**src/rtl/stt_pkg.sv**
```systemverilog
// Shared types, token codes and keyword table for the source text tokenizer.
// No dependencies.
package stt_pkg;

    localparam int POS_BITS_DEF = 32;
    localparam int KW_MAX_LEN_DEF = 6;
    localparam int MAX_RES = 4;
    localparam int Q_DEPTH = 4;
    localparam int NUM_KW = 17;

    localparam logic [5:0] K_DOT = 6'd5;
    localparam logic [5:0] K_BANG = 6'd10;
    localparam logic [5:0] K_EQUAL = 6'd12;
    localparam logic [5:0] K_GREATER = 6'd14;
    localparam logic [5:0] K_LESS = 6'd16;
    localparam logic [5:0] K_SLASH = 6'd18;
    localparam logic [5:0] K_IDENT = 6'd19;
    localparam logic [5:0] K_STRING = 6'd20;
    localparam logic [5:0] K_NUMBER = 6'd21;
    localparam logic [5:0] K_KEYWORD = 6'd22;
    localparam logic [5:0] K_END = 6'd39;

    localparam logic [1:0] ST_TOKEN = 2'd0;
    localparam logic [1:0] ST_BAD_CHAR = 2'd1;
    localparam logic [1:0] ST_OPEN_STR = 2'd2;

    localparam logic [2:0] OP_NONE = 3'd0;
    localparam logic [2:0] OP_BANG = 3'd1;
    localparam logic [2:0] OP_EQUAL = 3'd2;
    localparam logic [2:0] OP_LESS = 3'd3;
    localparam logic [2:0] OP_GREATER = 3'd4;

    localparam logic [47:0] KW_TEXT [NUM_KW] = '{
        "and   ", "class ", "else  ", "false ", "for   ", "fun   ", "if    ",
        "nil   ", "or    ", "print ", "return", "super ", "this  ", "true  ",
        "var   ", "while ", "break "
    };
    localparam logic [3:0] KW_LEN [NUM_KW] = '{
        4'd3, 4'd5, 4'd4, 4'd5, 4'd3, 4'd3, 4'd2, 4'd3, 4'd2,
        4'd5, 4'd6, 4'd5, 4'd4, 4'd4, 4'd3, 4'd5, 4'd5
    };

    typedef struct packed {
        logic [5:0]  kind;
        logic [1:0]  status;
        logic [31:0] start;
        logic [31:0] len;
        logic [31:0] line;
    } t_result;

    typedef struct packed {
        logic [2:0]                 cnt;
        t_result [MAX_RES-1:0]      res;
    } t_bundle;

    function automatic logic [5:0] op_kind(input logic [2:0] op);
        logic [5:0] k;
        case (op)
            OP_BANG:    k = K_BANG;
            OP_EQUAL:   k = K_EQUAL;
            OP_LESS:    k = K_LESS;
            OP_GREATER: k = K_GREATER;
            default:    k = 6'd0;
        endcase
        return k;
    endfunction

endpackage

```
**src/rtl/source_text_tokenizer_unit.sv**
```systemverilog
// Top level of the source text tokenizer: byte scanner front end and token queue back end.
// Depends on stt_pkg, stt_front, stt_back.
//
//  Channel  Direction  Handshake                 Payload
//  input    in         i_in_valid / o_in_ready   i_text_byte, i_end_of_text
//  output   out        o_out_valid / i_out_ready token kind, status, offset, length, line, last
//
// One byte is taken per cycle while the bundle queue has room; each byte yields up to
// four tokens, delivered one per cycle from the queue while i_out_ready is high, so output bandwidth sets the rate.
// Reset is synchronous, active low, and returns the scanner to line 1, offset 0.
// Output stalls fill the four-entry queue, after which o_in_ready drops.
module source_text_tokenizer_unit #(
    parameter int POS_BITS = stt_pkg::POS_BITS_DEF,
    parameter int KEYWORD_MAX_LEN = stt_pkg::KW_MAX_LEN_DEF
) (
    input  logic        i_clk,
    input  logic        i_rst_n,
    input  logic        i_in_valid,
    output logic        o_in_ready,
    input  logic [7:0]  i_text_byte,
    input  logic        i_end_of_text,
    output logic        o_out_valid,
    input  logic        i_out_ready,
    output logic [5:0]  o_token_kind,
    output logic [1:0]  o_status,
    output logic [31:0] o_start_offset,
    output logic [31:0] o_lexeme_length,
    output logic [31:0] o_token_line,
    output logic        o_last_of_run
);
    import stt_pkg::*;

    t_bundle bundle;
    t_result res;
    logic    full, accept;

    assign o_in_ready = !full;
    assign accept = i_in_valid && !full;

    stt_front #(
        .POS_BITS(POS_BITS),
        .KW_MAX_LEN(KEYWORD_MAX_LEN)
    ) u_front (
        .i_clk(i_clk),
        .i_rst_n(i_rst_n),
        .i_text_byte(i_text_byte),
        .i_end_of_text(i_end_of_text),
        .i_accept(accept),
        .o_bundle(bundle)
    );

    stt_back u_back (
        .i_clk(i_clk),
        .i_rst_n(i_rst_n),
        .i_push(accept && bundle.cnt != 3'd0),
        .i_bundle(bundle),
        .o_full(full),
        .o_result(res),
        .o_last(o_last_of_run),
        .o_valid(o_out_valid),
        .i_ready(i_out_ready)
    );

    assign o_token_kind = res.kind;
    assign o_status = res.status;
    assign o_start_offset = res.start;
    assign o_lexeme_length = res.len;
    assign o_token_line = res.line;

endmodule

```
**src/rtl/stt_front.sv**
```systemverilog
// Front end: scans one byte per transaction and builds the bundle of tokens it causes.
// Depends on stt_pkg.
module stt_front #(
    parameter int POS_BITS = stt_pkg::POS_BITS_DEF,
    parameter int KW_MAX_LEN = stt_pkg::KW_MAX_LEN_DEF
) (
    input  logic            i_clk,
    input  logic            i_rst_n,
    input  logic [7:0]      i_text_byte,
    input  logic            i_end_of_text,
    input  logic            i_accept,
    output stt_pkg::t_bundle o_bundle
);
    import stt_pkg::*;

    localparam int WL_BITS = $clog2(KW_MAX_LEN + 1);

    localparam logic [3:0] M_IDLE = 4'd0;
    localparam logic [3:0] M_OP = 4'd1;
    localparam logic [3:0] M_SLASH = 4'd2;
    localparam logic [3:0] M_COMMENT = 4'd3;
    localparam logic [3:0] M_STRING = 4'd4;
    localparam logic [3:0] M_IDENT = 4'd5;
    localparam logic [3:0] M_INT = 4'd6;
    localparam logic [3:0] M_DOT = 4'd7;
    localparam logic [3:0] M_FRAC = 4'd8;

    typedef logic [POS_BITS-1:0] t_pos;
    typedef logic [KW_MAX_LEN-1:0][7:0] t_word;

    logic [3:0]          r_mode, n_mode;
    logic [2:0]          r_pend, n_pend;
    t_pos                r_ts, n_ts;
    t_pos                r_pos;
    logic [31:0]         r_line, n_line;
    t_word               r_chars, n_chars;
    logic [WL_BITS-1:0]  r_wlen, n_wlen;
    logic                r_tl, n_tl;

    function automatic logic [31:0] sat(input t_pos v);
        if (POS_BITS > 32 && (v >> 32) != '0) return '1;
        return 32'(v);
    endfunction

    function automatic logic [5:0] word_kind(input t_word c, input logic [WL_BITS-1:0] l,
                                             input logic tl);
        logic [5:0] k;
        logic       m;
        k = K_IDENT;
        if (!tl) begin
            for (int w = NUM_KW - 1; w >= 0; w--) begin
                m = (32'(l) == 32'(KW_LEN[w]));
                for (int i = 0; i < 6; i++) begin
                    if (i < 32'(l) && c[i] != KW_TEXT[w][47-8*i -: 8]) m = 1'b0;
                end
                if (m) k = K_KEYWORD + 6'(w);
            end
        end
        return k;
    endfunction

    function automatic t_result mk(input logic [5:0] k, input logic [1:0] s, input t_pos st,
                                   input t_pos ln, input logic [31:0] line);
        t_result r;
        r.kind = k;
        r.status = s;
        r.start = sat(st);
        r.len = sat(ln);
        r.line = line;
        return r;
    endfunction

    logic    is_dig, is_alpha, consumed, line_inc;
    t_pos    p, pinc, e;
    t_result pc [6];
    logic    pv [6];
    t_bundle bnd;

    assign p = r_pos;
    assign pinc = (r_pos == '1) ? r_pos : r_pos + 1'b1;
    assign e = pinc;
    assign is_dig = (i_text_byte >= "0") && (i_text_byte <= "9");
    assign is_alpha = ((i_text_byte >= "a") && (i_text_byte <= "z")) ||
                      ((i_text_byte >= "A") && (i_text_byte <= "Z")) || (i_text_byte == "_");

    always_comb begin
        n_mode = r_mode;
        n_pend = r_pend;
        n_ts = r_ts;
        n_chars = r_chars;
        n_wlen = r_wlen;
        n_tl = r_tl;
        consumed = 1'b0;
        line_inc = 1'b0;
        for (int j = 0; j < 6; j++) begin
            pv[j] = 1'b0;
            pc[j] = '0;
        end

        // continue the open token
        case (r_mode)
            M_OP: begin
                n_mode = M_IDLE;
                n_pend = OP_NONE;
                pv[0] = 1'b1;
                if (i_text_byte == "=") begin
                    consumed = 1'b1;
                    pc[0] = mk(op_kind(r_pend) + 6'd1, ST_TOKEN, r_ts, t_pos'(2), r_line);
                end else begin
                    pc[0] = mk(op_kind(r_pend), ST_TOKEN, r_ts, t_pos'(1), r_line);
                end
            end
            M_SLASH: begin
                if (i_text_byte == "/") begin
                    n_mode = M_COMMENT;
                    consumed = 1'b1;
                end else begin
                    n_mode = M_IDLE;
                    pv[0] = 1'b1;
                    pc[0] = mk(K_SLASH, ST_TOKEN, r_ts, t_pos'(1), r_line);
                end
            end
            M_COMMENT: begin
                if (i_text_byte != 8'h0a) consumed = 1'b1;
                else n_mode = M_IDLE;
            end
            M_STRING: begin
                consumed = 1'b1;
                if (i_text_byte == "\"") begin
                    n_mode = M_IDLE;
                    pv[0] = 1'b1;
                    pc[0] = mk(K_STRING, ST_TOKEN, r_ts, pinc - r_ts, r_line);
                end else if (i_text_byte == 8'h0a) begin
                    line_inc = 1'b1;
                end
            end
            M_IDENT: begin
                if (is_alpha || is_dig) begin
                    consumed = 1'b1;
                    if (32'(r_wlen) < KW_MAX_LEN) begin
                        for (int i = 0; i < KW_MAX_LEN; i++) begin
                            if (32'(r_wlen) == i) n_chars[i] = i_text_byte;
                        end
                        n_wlen = r_wlen + 1'b1;
                    end else begin
                        n_tl = 1'b1;
                    end
                end else begin
                    n_mode = M_IDLE;
                    pv[0] = 1'b1;
                    pc[0] = mk(word_kind(r_chars, r_wlen, r_tl), ST_TOKEN, r_ts, p - r_ts,
                               r_line);
                end
            end
            M_INT, M_FRAC: begin
                if (is_dig) begin
                    consumed = 1'b1;
                end else if (r_mode == M_INT && i_text_byte == ".") begin
                    consumed = 1'b1;
                    n_mode = M_DOT;
                end else begin
                    n_mode = M_IDLE;
                    pv[0] = 1'b1;
                    pc[0] = mk(K_NUMBER, ST_TOKEN, r_ts, p - r_ts, r_line);
                end
            end
            M_DOT: begin
                if (is_dig) begin
                    consumed = 1'b1;
                    n_mode = M_FRAC;
                end else begin
                    n_mode = M_IDLE;
                    pv[0] = 1'b1;
                    pc[0] = mk(K_NUMBER, ST_TOKEN, r_ts, p - 1'b1 - r_ts, r_line);
                    pv[1] = 1'b1;
                    pc[1] = mk(K_DOT, ST_TOKEN, p - 1'b1, t_pos'(1), r_line);
                end
            end
            default: n_mode = M_IDLE;
        endcase

        // start a new token
        if (!consumed) begin
            pv[2] = 1'b1;
            case (i_text_byte)
                "(": pc[2] = mk(6'd0, ST_TOKEN, p, t_pos'(1), r_line);
                ")": pc[2] = mk(6'd1, ST_TOKEN, p, t_pos'(1), r_line);
                "{": pc[2] = mk(6'd2, ST_TOKEN, p, t_pos'(1), r_line);
                "}": pc[2] = mk(6'd3, ST_TOKEN, p, t_pos'(1), r_line);
                ",": pc[2] = mk(6'd4, ST_TOKEN, p, t_pos'(1), r_line);
                ".": pc[2] = mk(K_DOT, ST_TOKEN, p, t_pos'(1), r_line);
                "-": pc[2] = mk(6'd6, ST_TOKEN, p, t_pos'(1), r_line);
                "+": pc[2] = mk(6'd7, ST_TOKEN, p, t_pos'(1), r_line);
                ";": pc[2] = mk(6'd8, ST_TOKEN, p, t_pos'(1), r_line);
                "*": pc[2] = mk(6'd9, ST_TOKEN, p, t_pos'(1), r_line);
                default: begin
                    pv[2] = 1'b0;
                    n_ts = p;
                    case (i_text_byte)
                        "!": begin n_mode = M_OP; n_pend = OP_BANG; end
                        "=": begin n_mode = M_OP; n_pend = OP_EQUAL; end
                        "<": begin n_mode = M_OP; n_pend = OP_LESS; end
                        ">": begin n_mode = M_OP; n_pend = OP_GREATER; end
                        "/": n_mode = M_SLASH;
                        "\"": n_mode = M_STRING;
                        " ", 8'h09, 8'h0d: ;
                        8'h0a: line_inc = 1'b1;
                        default: begin
                            if (is_dig) begin
                                n_mode = M_INT;
                            end else if (is_alpha) begin
                                n_mode = M_IDENT;
                                n_chars[0] = i_text_byte;
                                n_wlen = WL_BITS'(1);
                                n_tl = 1'b0;
                            end else begin
                                pv[2] = 1'b1;
                                pc[2] = mk(6'd0, ST_BAD_CHAR, p, t_pos'(1), r_line);
                            end
                        end
                    endcase
                end
            endcase
        end

        n_line = (line_inc && r_line != '1) ? r_line + 1'b1 : r_line;

        // end of text: flush and close
        if (i_end_of_text) begin
            pv[3] = 1'b1;
            case (n_mode)
                M_OP:     pc[3] = mk(op_kind(n_pend), ST_TOKEN, n_ts, t_pos'(1), n_line);
                M_SLASH:  pc[3] = mk(K_SLASH, ST_TOKEN, n_ts, t_pos'(1), n_line);
                M_STRING: pc[3] = mk(K_STRING, ST_OPEN_STR, n_ts, e - n_ts, n_line);
                M_IDENT:  pc[3] = mk(word_kind(n_chars, n_wlen, n_tl), ST_TOKEN, n_ts,
                                     e - n_ts, n_line);
                M_INT, M_FRAC: pc[3] = mk(K_NUMBER, ST_TOKEN, n_ts, e - n_ts, n_line);
                M_DOT: begin
                    pc[3] = mk(K_NUMBER, ST_TOKEN, n_ts, p - n_ts, n_line);
                    pv[4] = 1'b1;
                    pc[4] = mk(K_DOT, ST_TOKEN, p, t_pos'(1), n_line);
                end
                default: pv[3] = 1'b0;
            endcase
            pv[5] = 1'b1;
            pc[5] = mk(K_END, ST_TOKEN, e, '0, n_line);
        end
    end

    always_comb begin
        bnd = '0;
        for (int j = 0; j < 6; j++) begin
            if (pv[j] && bnd.cnt < 3'(MAX_RES)) begin
                bnd.res[bnd.cnt[1:0]] = pc[j];
                bnd.cnt = bnd.cnt + 3'd1;
            end
        end
    end

    assign o_bundle = bnd;

    always_ff @(posedge i_clk) begin
        if (!i_rst_n) begin
            r_mode <= M_IDLE;
            r_pend <= OP_NONE;
            r_ts <= '0;
            r_pos <= '0;
            r_line <= 32'd1;
            r_wlen <= '0;
            r_tl <= 1'b0;
        end else if (i_accept) begin
            if (i_end_of_text) begin
                r_mode <= M_IDLE;
                r_pend <= OP_NONE;
                r_ts <= '0;
                r_pos <= '0;
                r_line <= 32'd1;
                r_wlen <= '0;
                r_tl <= 1'b0;
            end else begin
                r_mode <= n_mode;
                r_pend <= n_pend;
                r_ts <= n_ts;
                r_pos <= pinc;
                r_line <= n_line;
                r_wlen <= n_wlen;
                r_tl <= n_tl;
            end
        end
    end

    always_ff @(posedge i_clk) begin
        if (i_accept) r_chars <= n_chars;
    end

endmodule

```
**src/rtl/stt_back.sv**
```systemverilog
// Back end: bundle queue and serialiser that delivers one token per transaction.
// Depends on stt_pkg.
module stt_back (
    input  logic             i_clk,
    input  logic             i_rst_n,
    input  logic             i_push,
    input  stt_pkg::t_bundle i_bundle,
    output logic             o_full,
    output stt_pkg::t_result o_result,
    output logic             o_last,
    output logic             o_valid,
    input  logic             i_ready
);
    import stt_pkg::*;

    localparam int PTR_BITS = $clog2(Q_DEPTH);

    t_bundle               r_q [Q_DEPTH];
    logic [PTR_BITS-1:0]   r_wr, r_rd;
    logic [PTR_BITS:0]     r_cnt;
    logic [1:0]            r_idx;
    logic                  pop;
    t_bundle               head;

    assign head = r_q[r_rd];
    assign o_valid = (r_cnt != '0);
    assign o_full = (r_cnt == (PTR_BITS+1)'(Q_DEPTH));
    assign o_result = head.res[r_idx];
    assign o_last = ({1'b0, r_idx} == head.cnt - 3'd1);
    assign pop = o_valid && i_ready && o_last;

    always_ff @(posedge i_clk) begin
        if (i_push) r_q[r_wr] <= i_bundle;
    end

    always_ff @(posedge i_clk) begin
        if (!i_rst_n) begin
            r_wr <= '0;
            r_rd <= '0;
            r_cnt <= '0;
            r_idx <= '0;
        end else begin
            if (i_push) r_wr <= r_wr + 1'b1;
            if (pop) r_rd <= r_rd + 1'b1;
            r_cnt <= r_cnt + (PTR_BITS+1)'(i_push) - (PTR_BITS+1)'(pop);
            if (o_valid && i_ready) r_idx <= o_last ? 2'd0 : r_idx + 2'd1;
        end
    end

endmodule

```
**config.mk**
```make
export PLATFORM = sky130hd
export DESIGN_NAME = source_text_tokenizer_unit
export DESIGN_NICKNAME = d
export VERILOG_FILES = /design/src/rtl/stt_pkg.sv /design/src/rtl/source_text_tokenizer_unit.sv /design/src/rtl/stt_front.sv /design/src/rtl/stt_back.sv
export SDC_FILE = /design/constraint.sdc
export NUM_CORES = 2
export LEC_CHECK = 0
export ABC_AREA = 1
export BUFFER_PORTS_ARGS = -buffer_cell sky130_fd_sc_hd__buf_2
export CAP_MARGIN = 20
export CELL_PAD_IN_SITES_DETAIL_PLACEMENT = 2
export CELL_PAD_IN_SITES_GLOBAL_PLACEMENT = 2
export CORE_AREA = 4 4 482 674
export CTS_BUF_LIST = sky130_fd_sc_hd__clkbuf_4
export DETAILED_ROUTE_END_ITERATION = 6
export DIE_AREA = 0 0 486 678
export PLACE_DENSITY_LB_ADDON = 0.3
export SLEW_MARGIN = 0
export SYNTH_ARGS = -nofsm -noshare
export SYNTH_HDL_FRONTEND = slang
export SYNTH_HIERARCHICAL = 1
export SYNTH_SLANG_ARGS = --single-unit
export TNS_END_PERCENT = 20
```
**constraint.sdc**
```tcl
create_clock -name i_clk -period 21.1 [get_ports i_clk]
set_input_delay 6.33 -clock i_clk [delete_from_list [all_inputs] [get_ports i_clk]]
set_output_delay 6.33 -clock i_clk [all_outputs]
set_load 0.05 [all_outputs]
```
---- After elaboration in Yosys (flattened, before gate mapping) ----
Memory sizes are Yosys's and may differ from the RTL's. A register that Yosys moved wholly into a read port is not among the register bits.
Index checks and enable logic that the tools add are counted.
storage, ports and cells
  register bits ........................... 164
  memory bits (writable) .................. 1676
  output and inout bits ................... 107
  word-level logic and storage cells ...... 847
  memories ................................ 1
memories
  name        depth  bits a word  rd ports  clocked after Yosys merged registers in  write ports  RTL line        text
  u_back.r_q  4      419          1         1                                        1            stt_back.sv:18  t_bundle r_q [Q_DEPTH];
cells by class
  $add $sub $neg .......................... 21
  order comparisons ....................... 35
  equal/unequal tests ..................... 162
  multiplexer cells ....................... 476
  reduce and logical (&&, ||, !) cells .... 135
operator list
  operator                                                                  number
  419-bit 2-to-1 mux                                                        5
  416-bit bitwise mux                                                       5
  104-bit 2-to-1 mux                                                        14
  104-bit one-hot mux with 6 select lines                                   2
  104-bit demux with 2-bit select                                           5
  104-bit one-hot mux with 10 select lines                                  1
  8-bit by 7-bit inequality test with 1-bit output (second input constant)  94
  1-bit 2-to-1 mux                                                          340
  312-bit 2-to-1 mux                                                        1
  103-bit 2-to-1 mux                                                        3
  6-bit 2-to-1 mux                                                          38
  32-bit 2-to-1 mux                                                         7
  104-bit binary-select mux with 2-bit select                               1
  207-bit 2-to-1 mux                                                        1
  32-bit subtractor                                                         5
  48-bit 2-to-1 mux                                                         3
  1-bit logical AND                                                         121
  8-bit by 6-bit == test with 1-bit output (second input constant)          15
  101-bit 2-to-1 mux                                                        1
  97-bit 2-to-1 mux                                                         1
  8-bit 2-to-1 mux                                                          11
  32-bit by 1-bit adder with 32-bit output (second input constant)          2
  8-bit by 6-bit inequality test with 1-bit output (second input constant)  8
  3-bit 2-to-1 mux                                                          15
  49 further kinds                                                          130

---- Logic depth before layout (Yosys ltp) ----
  depth in word-level cells ............... 62
  mapped depth ............................ 44

---- Hierarchy ----
The synthesis kept the hierarchy.
modules (own cells, without submodules)
  module                      times used  cells an instance  area each (sq um)  sequential area each (sq um)
  stt_back                    1           4517               64968.6            50548.5
  stt_front                   1           5594               30195.2            3583.4
  source_text_tokenizer_unit  1           6                  30.0               0.0

---- Worst setup path after synthesis ----
OpenSTA, ideal clock, no wires.
  kind .................................... in2reg
  from .................................... input port i_text_byte[1]
  to ...................................... memory u_back/r_q[0][0] in the netlist's numbering (enable)
  data arrival time ....................... 19.536 ns
  data required time ...................... 20.331 ns
  slack ................................... 0.795 ns
  cell stages on the path ................. 36
  buffers on the path ..................... 5
  cell sequence ........................... buf_2 > nand2_1 > nor2_1 > nand2_1 > nand2_1 > nand2_4 > nand2_2 > buf_4 > nor2_1 > inv_1 > nand2_1 > inv_1 > nand4_1 > inv_1 > clkbuf_1 > clkbuf_1 > ha_1 > inv_1 > nor2_1 > inv_1 > clkbuf_1 > o21ai_0 > inv_1 > ha_1 > inv_1 > o21ai_0 > ha_1 > o21ai_0 > inv_1 > ha_1 > nand2_1 > o21ai_0 > inv_1 > a21oi_2 > nand2_1 > inv_1
RTL lines
  element      RTL line                          text
  from (decl)  source_text_tokenizer_unit.sv:20  input logic [7:0] i_text_byte,
  to (decl)    stt_back.sv:18

==> run summary <==
fill count: 35.2k
Fmax: 0.0640 GHz
clock transition at the registers of the reported paths: 0.07 ns
Final period util: 74.1%
Initial Util: 29.9%
remaining antenna violation count: 0
detailed-router iteration count before antenna repair: 5
area grow syn2layout: 11.3%
leakage: 39.0 nW
outcome: completed
met1 Resource Use GR: 28.6%
async set-reset flop share out of synthesis: 0%
final setup fails: 0
crit path max fanout: 98
VDD IR-drop max: 0.0590 mV
Cell Pwr Density: 102 nW/µm²
die width: 486 µm
largest family of logic cells by synthesized area: compound AO/OA/AOI/OAI gates
cell count after synthesis: 10.1k
critical path startpoint category: input pin
Critical Path Sink Type: register
post-synthesis compound-gate area fraction: 17.2%
synth warn: 6
critical path data required time: 22.01 ns
Tot GR Track Use: 25.3%
worst setup path startpoint: i_text_byte[3]
Clock Skew: 0.193 ns
Max Cap Viol: 0
HPWL Detailed: 288000 µm
Clock Tree Root: clkbuf_4
Fin. Hold Viols: 0
vias in the first global route: 91.0k
Post-Synth Simple-Gate Area: 16.1%
crit-path most repeated cell: inv_1
Yosys reg bits: 1842
sequential element share of the synthesized area: 56.9%
hold buffers post-CTS: 0
Die Area: 330000 µm²
TNS Setup: 0 ns
cts bufs inserted: 457
M2 GR Usage: 46.0%
endpoint arrival time on the critical path: 16.54 ns
Mapped Nets: 10.3k
most frequent cells in the layout: edfxtp_1 (1724), nand2_1 (1566), nor2_1 (1502)
Post-CTS Resized: 0
Port Buffers: 119
die height: 678 µm
Power Total: 10.8 mW
RD Place Congestion: 0.951
drt wl/cell: 29.1 µm
type of the worst setup path: in2reg
worst hold path type: reg2reg
Slowest Stage Delay on Critical Path: 0.75 ns
post-synthesis xor/xnor area fraction: 1.28%
Hold Slack: 0.491 ns
Period minus WS final: 15.63 ns
row count: 245
RSZ-0062 raised after global routing: no
met3 GRT Util: 3.11%
final core utilization: 33.3%
min-delay src: u_front/r_pend[2]
CP max stage cell: inv_8
post-synthesis mux area share: 0%
Synth Area in Adders: 2.54%
share of layout cells above drive strength 1: 10.6%
Core ar.: 318000 µm²
grt peak-use layer: met2
clock latency at the later pin of the worst-skew pair: 1.46 ns
CTS HTree Levels: 5
most common cell after layout, fill and taps aside: edfxtp_1
WL final: 431000 µm
Slew Limit Fails: 0
I/O pin count: 120
FF-to-FF Start: u_front/r_mode[3]
post-CTS setup repair buffer count: 0
first-pass GRT wire length: 622000 µm
vias per cell: 5.59
global route total overflow: 0
Via Count: 82.8k
synthesized cell area: 95200 µm²
NumNets Final: 10.5k
dominant synthesized flop cell: edfxtp_1
clock tree sinks: 1842
largest net degree at the start of global routing: 195
Cell variety after synth: 67
Slew HR: 18.8%
DRC viols: 0
initial antenna violation count: 16
CTS tree: yes
Iter 0 DRT Violations: 5195
Slew @ Worst Pin: 1.22 ns
mean post-synth cell area: 9.41 µm²
deepest clock path buffer count: 4
Post-synth EDFFs: 1724
## registers in the layout (all words and copies together) (netlist names), named ones only
name             cells
u_back/r_cnt         3
u_back/r_idx         2
u_back/r_q        1676
u_back/r_rd          2
u_back/r_wr          2
u_front/p           32
u_front/r_chars     48
u_front/r_line      32
u_front/r_mode       4
u_front/r_pend       3
u_front/r_tl         1
u_front/r_ts        32
u_front/r_wlen       3
## cells in the mapped netlist (118+ instances only)
| master | instances | share of area [%] |
|---|---|---|
| o211ai_1 | 201 | 1.6 |
| ha_1 | 184 | 2.4 |
| o22ai_1 | 256 | 1.7 |
| nand3_1 | 386 | 2.0 |
| edfxtp_1 | 1724 | 54 |
| inv_1 | 733 | 2.9 |
| nor2_1 | 1508 | 5.9 |
| dfxtp_1 | 118 | 2.5 |
| clkbuf_1 | 420 | 1.7 |
| a21oi_1 | 401 | 2.1 |
| o221ai_1 | 315 | 2.9 |
| o21ai_0 | 1319 | 6.9 |
| nand2_1 | 1577 | 6.2 |
## metal layers
| metal | routed length [µm] | up-vias |
|---|---|---|
| li1 | - | 36533 |
| met1 | 167000 | 42950 |
| met3 | 17000 | 1013 |
| met4 | 26000 | 10 |
| met5 | 68 | - |
| met2 | 221000 | 2302 |
## final timing paths
path                                      endpoint  slack [ns]  cells past startpoint
worst max-delay path            u_back/r_q[2][357]        5.47                     35
worst min-delay path             u_front/r_pend[2]        0.49                      2
worst max register to register  u_back/r_q[2][357]       10.21                     33
worst min register to register   u_front/r_pend[2]        0.49                      2
## per-stage QoR
| stage | worst slack, ns | cells | cell area (µm²) |
|---|---|---|---|
| after global placement | 4.54 | 13988 | 100000 |
| after CTS | 5.52 | 14807 | 106000 |
| after global routing | 4.89 | 14819 | 106000 |
| after floorplan | 0.795 | 10117 | 95200 |
| final | 5.47 | 14825 | 106000 |
| after detailed placement | 4.12 | 13993 | 100000 |
## power by group
group	switching (mW)	internal, mW
Combinational	2.52	0.640
Clock	1.54	1.50
Sequential	0.125	4.48
## worst max-delay path, delay by kind of cell
family	cells	cell delay, ns
AND/OR/NAND/NOR	15	4.19
buffers and inverters	14	3.46
adder cells (fa/ha/maj)	3	1.14
AO/OA/AOI/OAI	3	1.04
## cells by family (layout without fill, tap and decap cells)
family | after synthesis | in the layout
buf+inv | 1395 | 1888
xor+xnor | 139 | 139
simple gates | 3767 | 3767
other cells | 0 | 16
flops | 1842 | 1842
fa+ha+maj | 190 | 190
compound gates | 2784 | 2784
## final cells by class
| type | instances | area (µm²) | share of cell area, % |
|---|---|---|---|
| tap | 4199 | 5250 | 4.96 |
| multi-input combinational | 6880 | 35500 | 33.5 |
| sequential | 1842 | 54100 | 51.1 |
| antenna | 16 | 40.0 | 0.0378 |
| clock inverter | 183 | 995 | 0.939 |
| inverter | 766 | 2950 | 2.78 |
| timing repair buffer | 308 | 2330 | 2.20 |
| clock buffer | 631 | 4740 | 4.47 |
Power figures use the tool's default switching activity.
